File: src/hw/rtl/dletx_pkg.sv
package dletx_pkg;

	localparam int ADDR_W = 4;
	localparam int DATA_W = 32;

	localparam logic [7:0]  ESCAPE_RESET = 8'd16;
	localparam logic [7:0]  END_RESET    = 8'd3;
	localparam logic [15:0] MIN_LEN_RESET = 16'd4;

	typedef struct packed {
		logic [7:0]  escape_code;
		logic [7:0]  end_code;
		logic [15:0] min_frame_length;
	} cfg_t;

	typedef struct packed {
		logic        byte_valid;
		logic [7:0]  payload_byte;
		logic        first_of_frame;
		logic        abandoned;
		logic        frame_end;
		logic        frame_long_enough;
		logic [15:0] frame_length;
	} res_t;

endpackage

File: src/hw/rtl/dletx_regs.sv
module dletx_regs (
	input  logic                          clk,
	input  logic                          arst_n,
	input  logic                          psel,
	input  logic                          penable,
	input  logic                          pwrite,
	input  logic [dletx_pkg::ADDR_W-1:0]  paddr,
	input  logic [dletx_pkg::DATA_W-1:0]  pwdata,
	output logic [dletx_pkg::DATA_W-1:0]  prdata,
	output logic                          pready,
	output dletx_pkg::cfg_t               cfg
);
	import dletx_pkg::*;

	localparam logic [1:0] REG_ESCAPE  = 2'd0;
	localparam logic [1:0] REG_END     = 2'd1;
	localparam logic [1:0] REG_MIN_LEN = 2'd2;

	logic [7:0]  escape_code_q;
	logic [7:0]  end_code_q;
	logic [15:0] min_len_q;
	logic        wr_en;
	logic [1:0]  reg_idx;

	assign pready  = 1'b1;
	assign wr_en   = psel & penable & pwrite & pready;
	assign reg_idx = paddr[ADDR_W-1:2];

	always_ff @(posedge clk or negedge arst_n) begin
		if (!arst_n) begin
			escape_code_q <= ESCAPE_RESET;
			end_code_q    <= END_RESET;
			min_len_q     <= MIN_LEN_RESET;
		end else if (wr_en) begin
			case (reg_idx)
				REG_ESCAPE:  escape_code_q <= pwdata[7:0];
				REG_END:     end_code_q    <= pwdata[7:0];
				REG_MIN_LEN: min_len_q     <= pwdata[15:0];
				default: ;
			endcase
		end
	end

	always_comb begin
		case (reg_idx)
			REG_ESCAPE:  prdata = {{(DATA_W-8){1'b0}}, escape_code_q};
			REG_END:     prdata = {{(DATA_W-8){1'b0}}, end_code_q};
			REG_MIN_LEN: prdata = {{(DATA_W-16){1'b0}}, min_len_q};
			default:     prdata = '0;
		endcase
	end

	assign cfg.escape_code      = escape_code_q;
	assign cfg.end_code         = end_code_q;
	assign cfg.min_frame_length = min_len_q;

endmodule

File: src/hw/rtl/dletx_core.sv
module dletx_core #(
	parameter int LENGTH_BITS = 16
) (
	input  logic            clk,
	input  logic            arst_n,
	input  logic            step,
	input  logic [7:0]      rx_byte,
	input  dletx_pkg::cfg_t cfg,
	output logic            has_result,
	output dletx_pkg::res_t res
);
	import dletx_pkg::*;

	localparam logic [1:0] MODE_HUNT      = 2'd0;
	localparam logic [1:0] MODE_HUNT_ESC  = 2'd1;
	localparam logic [1:0] MODE_FRAME     = 2'd2;
	localparam logic [1:0] MODE_FRAME_ESC = 2'd3;
	localparam int CMP_W = (LENGTH_BITS > 16) ? LENGTH_BITS : 16;

	logic [1:0]             mode_q;
	logic [1:0]             mode_d;
	logic [LENGTH_BITS-1:0] count_q;
	logic [LENGTH_BITS-1:0] count_d;
	logic [LENGTH_BITS-1:0] count_bump;
	logic [CMP_W-1:0]       count_ext;
	logic [CMP_W-1:0]       min_ext;
	logic [15:0]            len_sat;
	logic                   is_esc;
	logic                   is_end;

	assign is_esc     = (rx_byte == cfg.escape_code);
	assign is_end     = (rx_byte == cfg.end_code);
	assign count_bump = (&count_q) ? count_q : count_q + LENGTH_BITS'(1);
	assign count_ext  = CMP_W'(count_q);
	assign min_ext    = CMP_W'(cfg.min_frame_length);
	assign len_sat    = (count_ext > CMP_W'(16'hFFFF)) ? 16'hFFFF : count_ext[15:0];

	always_comb begin
		mode_d     = mode_q;
		count_d    = count_q;
		has_result = 1'b0;
		res        = '0;
		case (mode_q)
			MODE_HUNT: begin
				if (is_esc) mode_d = MODE_HUNT_ESC;
			end
			MODE_HUNT_ESC: begin
				if (is_esc || is_end) begin
					mode_d = MODE_HUNT;
				end else begin
					mode_d             = MODE_FRAME;
					count_d            = LENGTH_BITS'(1);
					has_result         = 1'b1;
					res.byte_valid     = 1'b1;
					res.payload_byte   = rx_byte;
					res.first_of_frame = 1'b1;
				end
			end
			MODE_FRAME: begin
				if (is_esc) begin
					mode_d = MODE_FRAME_ESC;
				end else begin
					count_d          = count_bump;
					has_result       = 1'b1;
					res.byte_valid   = 1'b1;
					res.payload_byte = rx_byte;
				end
			end
			MODE_FRAME_ESC: begin
				has_result = 1'b1;
				if (is_esc) begin
					// stuffed escape is payload
					mode_d           = MODE_FRAME;
					count_d          = count_bump;
					res.byte_valid   = 1'b1;
					res.payload_byte = rx_byte;
				end else if (is_end) begin
					mode_d                = MODE_HUNT;
					count_d               = '0;
					res.frame_end         = 1'b1;
					res.frame_long_enough = (count_ext >= min_ext);
					res.frame_length      = len_sat;
				end else begin
					// lone escape: drop open frame, this byte opens the next
					mode_d             = MODE_FRAME;
					count_d            = LENGTH_BITS'(1);
					res.abandoned      = 1'b1;
					res.byte_valid     = 1'b1;
					res.payload_byte   = rx_byte;
					res.first_of_frame = 1'b1;
				end
			end
			default: mode_d = MODE_HUNT;
		endcase
	end

	always_ff @(posedge clk or negedge arst_n) begin
		if (!arst_n) begin
			mode_q  <= MODE_HUNT;
			count_q <= '0;
		end else if (step) begin
			mode_q  <= mode_d;
			count_q <= count_d;
		end
	end

endmodule

File: src/hw/rtl/dle_etx_frame_deframer.sv
// path: an accepted byte is held in stage 1, its result then in the result register
// throughput: one byte per cycle, while the result register is empty or being drained
// bytes that close nothing and emit nothing (hunting, skipped pairs, escapes) give no result
// reset clears the input and result stages, sets hunting with no escape pending,
// zeroes the byte count and loads the register defaults
module dle_etx_frame_deframer #(
	parameter int LENGTH_BITS = 16
) (
	input  logic                          clk,
	input  logic                          arst_n,
	input  logic                          psel,
	input  logic                          penable,
	input  logic                          pwrite,
	input  logic [dletx_pkg::ADDR_W-1:0]  paddr,
	input  logic [dletx_pkg::DATA_W-1:0]  pwdata,
	output logic [dletx_pkg::DATA_W-1:0]  prdata,
	output logic                          pready,
	input  logic                          in_valid,
	output logic                          in_ready,
	input  logic [7:0]                    rx_byte,
	output logic                          out_valid,
	input  logic                          out_ready,
	output logic                          byte_valid,
	output logic [7:0]                    payload_byte,
	output logic                          first_of_frame,
	output logic                          abandoned,
	output logic                          frame_end,
	output logic                          frame_long_enough,
	output logic [15:0]                   frame_length
);
	import dletx_pkg::*;

	cfg_t       cfg;
	res_t       core_res;
	res_t       res_q;
	logic       core_has_res;
	logic       valid_s1;
	logic [7:0] rx_byte_s1;
	logic       out_valid_q;
	logic       advance;
	logic       in_xfer;

	dletx_regs u_regs (
		.clk    (clk),
		.arst_n (arst_n),
		.psel   (psel),
		.penable(penable),
		.pwrite (pwrite),
		.paddr  (paddr),
		.pwdata (pwdata),
		.prdata (prdata),
		.pready (pready),
		.cfg    (cfg)
	);

	// stage 1 moves on whenever the result slot is empty or being drained
	assign advance  = valid_s1 & (~out_valid_q | out_ready);
	assign in_ready = ~valid_s1 | advance;
	assign in_xfer  = in_valid & in_ready;

	always_ff @(posedge clk or negedge arst_n) begin
		if (!arst_n) begin
			valid_s1 <= 1'b0;
		end else if (in_xfer) begin
			valid_s1 <= 1'b1;
		end else if (advance) begin
			valid_s1 <= 1'b0;
		end
	end

	always_ff @(posedge clk) begin
		if (in_xfer) rx_byte_s1 <= rx_byte;
	end

	dletx_core #(
		.LENGTH_BITS(LENGTH_BITS)
	) u_core (
		.clk       (clk),
		.arst_n    (arst_n),
		.step      (advance),
		.rx_byte   (rx_byte_s1),
		.cfg       (cfg),
		.has_result(core_has_res),
		.res       (core_res)
	);

	always_ff @(posedge clk or negedge arst_n) begin
		if (!arst_n) begin
			out_valid_q <= 1'b0;
		end else if (advance) begin
			out_valid_q <= core_has_res;
		end else if (out_ready) begin
			out_valid_q <= 1'b0;
		end
	end

	always_ff @(posedge clk) begin
		if (advance && core_has_res) res_q <= core_res;
	end

	assign out_valid         = out_valid_q;
	assign byte_valid        = res_q.byte_valid;
	assign payload_byte      = res_q.payload_byte;
	assign first_of_frame    = res_q.first_of_frame;
	assign abandoned         = res_q.abandoned;
	assign frame_end         = res_q.frame_end;
	assign frame_long_enough = res_q.frame_long_enough;
	assign frame_length      = res_q.frame_length;

	a_result_lands: assert property (@(posedge clk) disable iff (!arst_n)
		advance && core_has_res |=> out_valid_q)
		else $error("result from stage 1 not held in result register");

	a_stall_cause: assert property (@(posedge clk) disable iff (!arst_n)
		!in_ready |-> valid_s1 && out_valid_q && !out_ready)
		else $error("input stalled without a blocked result");

	a_end_no_byte: assert property (@(posedge clk) disable iff (!arst_n)
		out_valid_q && res_q.frame_end |-> !res_q.byte_valid && !res_q.first_of_frame
		&& res_q.frame_length != 16'd0)
		else $error("frame end result carries a payload byte or zero length");

endmodule
File: config.mk
export PLATFORM = sky130hd
export DESIGN_NAME = dle_etx_frame_deframer
export DESIGN_NICKNAME = d
export VERILOG_FILES = /design/src/hw/rtl/dletx_pkg.sv /design/src/hw/rtl/dletx_regs.sv /design/src/hw/rtl/dletx_core.sv /design/src/hw/rtl/dle_etx_frame_deframer.sv
export SDC_FILE = /design/constraint.sdc
export NUM_CORES = 1
export LEC_CHECK = 0
export BUFFER_PORTS_ARGS = -buffer_cell sky130_fd_sc_hd__buf_2
export CAP_MARGIN = 20
export CORE_AREA = 2 2 97 99
export DETAILED_ROUTE_END_ITERATION = 12
export DIE_AREA = 0 0 99 101
export MAX_ROUTING_LAYER = met4
export PLACE_DENSITY_LB_ADDON = 0.3
export RECOVER_POWER = 50
export SLEW_MARGIN = 20
export SYNTH_ARGS = -nofsm -noshare
export SYNTH_HDL_FRONTEND = slang
export SYNTH_HIERARCHICAL = 1
export SYNTH_SLANG_ARGS = --single-unit
File: constraint.sdc
create_clock -name clk -period 3.51 [get_ports clk]
set_input_delay 0.5265 -clock clk [delete_from_list [all_inputs] [get_ports clk]]
set_output_delay 0.5265 -clock clk [all_outputs]
set_load 0.02 [all_outputs]
* Yosys cells after proc, flatten, opt, wreduce, memory -nomap -nowiden *
Cells that the tools add are included.

word-level totals
  bits in registers = 89
  input port bits = 51
  output and inout bits = 64
  word-level logic and storage cells = 83

operators by class
  add/sub/neg operators = 1
  $lt $le $gt $ge = 2
  equality and inequality tests = 11
  mux-type cells = 29
  bitwise gates (word level) = 10
  reduce and logical (&&, ||, !) cells = 15

operators by type and width
  cell                   number
  $pmux 16 s3            2
  $mux 16                5
  $pmux 9 s3             1
  $mux 20                1
  $mux 18                1
  $mux 9                 2
  $add 16x1->16 const B  1
  $eq 8x8->1             2
  $ge 16x16->1           1
  $gt 16x16->1 const B   1
  $reduce_and 16->1      1
  $mux 11                1
  $mux 10                1
  $mux 2                 5
  $pmux 2 s4             1
  $mux 1                 7
  $eq 2x2->1 const B     3
  $reduce_and 2->1       3
  $and 1x1->1            4
  $eq 2x1->1 const B     2
  $logic_not 2->1        2
  $ne 2x1->1 const B     2
  $ne 2x2->1 const B     2
  $not 1->1              4
  other kinds (11)       13

* Depth between registers and ports, before layout *
  depth in word-level cells = 6
  mapped depth = 9
  depth with buffers taken out = 9

* Hierarchy *
The synthesis kept the hierarchy.

by module, submodules not included
  module                  instances  cells each  area an instance (µm²)
  dletx_core              1          218         1916.8
  dletx_regs              1          125         1586.5
  dle_etx_frame_deframer  1          47          1222.4

* Least setup slack after synthesis *
No wires, ideal clock.

  path type = register -> register
  from = register u_regs.escape_code_q[4]
  to = register res_q (netlist bit abandoned), enable pin
  setup time = 0.418 ns
  data arrival time = 2.700 ns
  data required time = 3.092 ns
  setup slack = 0.392 ns
  stages on the path, launching flop included = 9
  path buffers = 0
  period minus slack after synthesis = 3.118 ns
  cell sequence = dfstp_2 xnor2_1 nand4_2 nor2_4 nor2b_2 nor2b_1 o21bai_1 nand2_1 nor2b_1

between the ends
  longest elaborated chain between the ends = 5
  elaborated cells between the ends (all ways) = 6
  those cells by class = eq/ne: 1; mux: 3; reduce/logical: 2

ends and longest elaborated chain
  what                      RTL line                      RTL
  start: declaration        dletx_regs.sv:19              logic [7:0] escape_code_q;
  start signal: assignment  dletx_regs.sv:36              REG_ESCAPE: escape_code_q <= pwdata[7:0];
  $eq 8x8->1 *              dletx_core.sv:31              assign is_esc = (rx_byte == cfg.escape_code);
  $logic_or 1x1->1          dletx_core.sv:48              if (is_esc || is_end) begin
  $mux 1                    dletx_core.sv:48
  $pmux 1 s3 *              dletx_core.sv:43              case (mode_q)
  net core_has_res          dle_etx_frame_deframer.sv:36  logic core_has_res;
  $logic_and 1x1->1 *       dle_etx_frame_deframer.sv:98  if (advance && core_has_res) res_q <= core_res;
  end signal: assignment    dle_etx_frame_deframer.sv:98
  end: declaration          dle_etx_frame_deframer.sv:35  res_t res_q;

The timed path passes the listed nets; every way through them passes the cells marked *.
A chain may end at the register's enable or synchronous reset.

* Final worst setup path *
  from = register u_regs.escape_code_q[4]
  to = register res_q (netlist bit frame_length[11]), enable pin

Same word-level chain as after synthesis.

==> results.sh <==
export IMPL_post_drt_via_cell_ratio=5.30
export IMPL_synth_commonest_cells="48 x sky130_fd_sc_hd__dfrtp_1, 37 x sky130_fd_sc_hd__edfxtp_1, 35 x sky130_fd_sc_hd__and2_1"
export IMPL_syn_cell_area_um2=4730
export IMPL_cpMaxStageDelayCell="sky130_fd_sc_hd__dfstp_2"
export IMPL_cts_made_buffers=9
export IMPL_io_pins=115
export IMPL_dp_hpwl_mm=6.71
export IMPL_worst_path_largest_cell_delay_ns=0.56
export IMPL_cts_setup_buffers=0
export IMPL_yosysTopAreaCell="sky130_fd_sc_hd__dfrtp_1"
export IMPL_cpMostUsedCell="sky130_fd_sc_hd__nor2b_2"
export IMPL_post_drt_wl_per_cell_um=15.4
export IMPL_violations="capacitance limit, slew limit"
export IMPL_chipWidth_um=99
export IMPL_cp_max_fanout=20
export IMPL_synth_area_per_cell_um2=12.1
export IMPL_ys_dominant_reg_cell="sky130_fd_sc_hd__dfrtp_1"
export IMPL_area_growth_synth_to_final_pct=11.7
export IMPL_antenna_found_initial=0
export IMPL_rsz0062_at_grt="no"
export IMPL_max_freq_ghz=0.388
export IMPL_drt_total_wl_mm=9.05
export IMPL_min_path_type="in -> reg"
export IMPL_max_slew_worst_pin_slew_ns=2.25
export IMPL_slew_limit_headroom_pct=-50.2
export IMPL_insertion_delay_ns=0.35
export IMPL_power_density_cell_area_nw_per_um2=532
export IMPL_dpl_cell_area_um2=5140
export IMPL_outcome="finished with violations"
export IMPL_worst_path_dominant_cell_family="simple AND/OR/NAND/NOR gates"
export IMPL_clk_path_buf_depth=2
export IMPL_start_util_pct=52.6
export IMPL_worst_hold_slack_ns=0.345
export IMPL_clkTransAtPathRegs_ns=0.09
export IMPL_cts_hold_buffers_added=0
export IMPL_data_arrival_time_of_the_critical_path_ns=2.64
export IMPL_route_vias_total=3116
export IMPL_yosys_register_bits=89
export IMPL_die_height_um=101
export IMPL_first_global_vias=2970
export IMPL_setup_worst_path_class="reg -> reg"
export IMPL_cts_sinks=89
export IMPL_report_final_hold_viol_count=0
export IMPL_cp_cell_sequence="xnor2_1, nand4_2, nor2_4, nor2b_2, nor2b_1, o21bai_1, nand2_1, nor2b_2, buf_12"
export IMPL_synth_edff_count=37
export IMPL_worst_setup_path_start_kind="flop"
export IMPL_syn_inst=390
export IMPL_antenna_left=0
export IMPL_post_route_period_util_pct=73.4
export IMPL_asyncSetResetFlopFracSynth_pct=58.4
export IMPL_stdcell_area_um2=5280
export IMPL_maxSlewViolCount=42
export IMPL_htreeDepth=3
export IMPL_synth_seq_area_share_pct=51.2
export IMPL_setup_violating_endpoint_count_in_the_final_report=0
export IMPL_layout_core_utilization_pct=58.8
export IMPL_die_area_um2=10000
export IMPL_timing_clock_skew_ns=0.00897
export IMPL_ctsRootBufferMaster="sky130_fd_sc_hd__clkbuf_8"
export IMPL_fin_nets=540
export IMPL_synth_cell_types=58
export IMPL_synth_most_common_cell="sky130_fd_sc_hd__dfrtp_1"
export IMPL_buffering_stage_count_on_the_worst_path_with_inverters_included=1
export IMPL_synth_top_cells_by_area="sky130_fd_sc_hd__dfrtp_1 25%, sky130_fd_sc_hd__edfxtp_1 24%, sky130_fd_sc_hd__mux2_2 7.9%, sky130_fd_sc_hd__and2_1 4.6%, sky130_fd_sc_hd__ha_1 4.5%"
export IMPL_ir_worst_vdd_uv=275
export IMPL_antenna_diode_count=0
export IMPL_yosysTopAreaCellShare_pct=25.4
export IMPL_max_cap_violations=1
export IMPL_route_detailed_drc=0
export IMPL_finalWeightedCongestion=0.868
export IMPL_largest_net_degree_at_the_start_of_global_routing=42
export IMPL_totalNegativeSetupSlack_ns=0
export IMPL_io_port_bufs=79
export IMPL_core_region_area_um2=8980
export IMPL_r2r_start="u_regs/escape_code_q[4]$_DFFE_PN1P_"
export IMPL_globalRouteTotalUtil_pct=19.2
export IMPL_grt_remaining_overflow=0
export IMPL_cts_resized=0
export IMPL_post_route_min_period_ns=2.58
export IMPL_cp_required_ns=3.57
export IMPL_setup_worst_path_end_class="flop"
export IMPL_placementRows=35
export IMPL_synth_yosys_warnings=6
export IMPL_static_leakage_nw=2.30
export IMPL_grt_pass1_wl_mm=14.6
export IMPL_cp_startpoint="u_regs/escape_code_q[4]$_DFFE_PN1P_"
export IMPL_holdCritStartpoint="rx_byte[2]"
export IMPL_cts_tree="done"
export IMPL_drive_gt1_share_pct=26.4
export IMPL_initialDrtViolationCount=80
export IMPL_detailedRoute_firstPassIterationCount=6
## final cells by class
type	count	area, um^2
multi-input cells	270	2060
clock buffers	10	128
inverters	19	71.3
well taps	111	139
repair buffers	83	394
clock inverters	6	67.6
flip-flops and latches	89	2420
fillers	772	3700
## report_power, final
part / internal, mW / total, mW / switching, mW
clock: 0.332 / 0.696 / 0.364
combinational: 0.297 / 0.693 / 0.396
sequential: 1.27 / 1.42 / 0.146
total: 1.90 / 2.81 / 0.907
## final timing paths
path	end	slack, ns	cells past startpoint
hold reg to reg	u_regs/min_len_q[12]$_DFFE_PN0P_	0.53	1
setup / recovery	frame_length[11]$_DFFE_PP_	0.93	9
max in group asynchronous	u_core/count_ext[0]$_DFFE_PN0P_	1.21	2
setup reg to reg	frame_length[11]$_DFFE_PP_	0.93	9
min in group asynchronous	u_core/count_ext[11]$_DFFE_PN0P_	0.83	1
hold / removal	rx_byte_s1[2]$_DFFE_PP_	0.34	1
## through the flow
stage          total power, mW  cells  setup WS, ns
6_report                  2.81    588         0.934
5_1_grt                   2.96    588         0.754
4_1_cts                   2.84    588         0.902
3_5_place_dp              2.15    572         0.927
3_3_place_gp              2.12    572         0.947
2_1_floorplan             1.94    405         0.392
## placed cells by master, fill, tap and decap left out, types with 6 or more instances in the layout
master / count
sky130_fd_sc_hd__buf_2: 50
sky130_fd_sc_hd__dfrtp_1: 48
sky130_fd_sc_hd__edfxtp_1: 37
sky130_fd_sc_hd__and2_1: 35
sky130_fd_sc_hd__mux2_2: 33
sky130_fd_sc_hd__clkbuf_1: 32
sky130_fd_sc_hd__nand2_1: 19
sky130_fd_sc_hd__inv_1: 19
sky130_fd_sc_hd__xnor2_1: 18
sky130_fd_sc_hd__ha_1: 17
sky130_fd_sc_hd__conb_1: 17
sky130_fd_sc_hd__nor2_1: 14
sky130_fd_sc_hd__o21ai_0: 13
sky130_fd_sc_hd__nand3_1: 11
sky130_fd_sc_hd__clkbuf_8: 9
sky130_fd_sc_hd__mux2i_1: 9
sky130_fd_sc_hd__nand4_1: 8
sky130_fd_sc_hd__xor2_1: 8
sky130_fd_sc_hd__a21o_1: 7
sky130_fd_sc_hd__a21oi_1: 6
## metal layers
| layer | GRT usage, % | vias up | routed length [um] |
|---|---|---|---|
| met5 | - | - | 0 |
| met4 | 6.22 | 0 | 126 |
| met3 | 3.05 | 16 | 426 |
| met2 | 31.4 | 86 | 4540 |
| met1 | 24.7 | 1513 | 3960 |
| li1 | - | 1501 | - |
## state kept, by name, indices dropped and copies added (netlist names), 2 cells and up
name and flops:
u_core/count_ext 16, payload_byte 8, frame_length 16, u_core/mode_q 2
u_regs/min_len_q 16, rx_byte_s1 8, u_regs/escape_code_q 8, u_regs/end_code_q 8
## cells by family (layout without fill, tap and decap cells)
| family | count (synthesis) | count (layout) | synth area share, % |
|---|---|---|---|
| AO/OA/AOI/OAI | 46 | 46 | 7.10 |
| XOR/XNOR | 27 | 27 | 5.16 |
| adder cells (fa/ha/maj) | 17 | 17 | 4.50 |
| buffers and inverters | 46 | 118 | 6.09 |
| flip-flops | 89 | 89 | 51.2 |
| multiplexers | 42 | 42 | 9.77 |
| other | 2 | 17 | 0.159 |
| AND/OR/NAND/NOR | 121 | 121 | 16.1 |
Note: power is estimated with default switching activity, not from simulation.
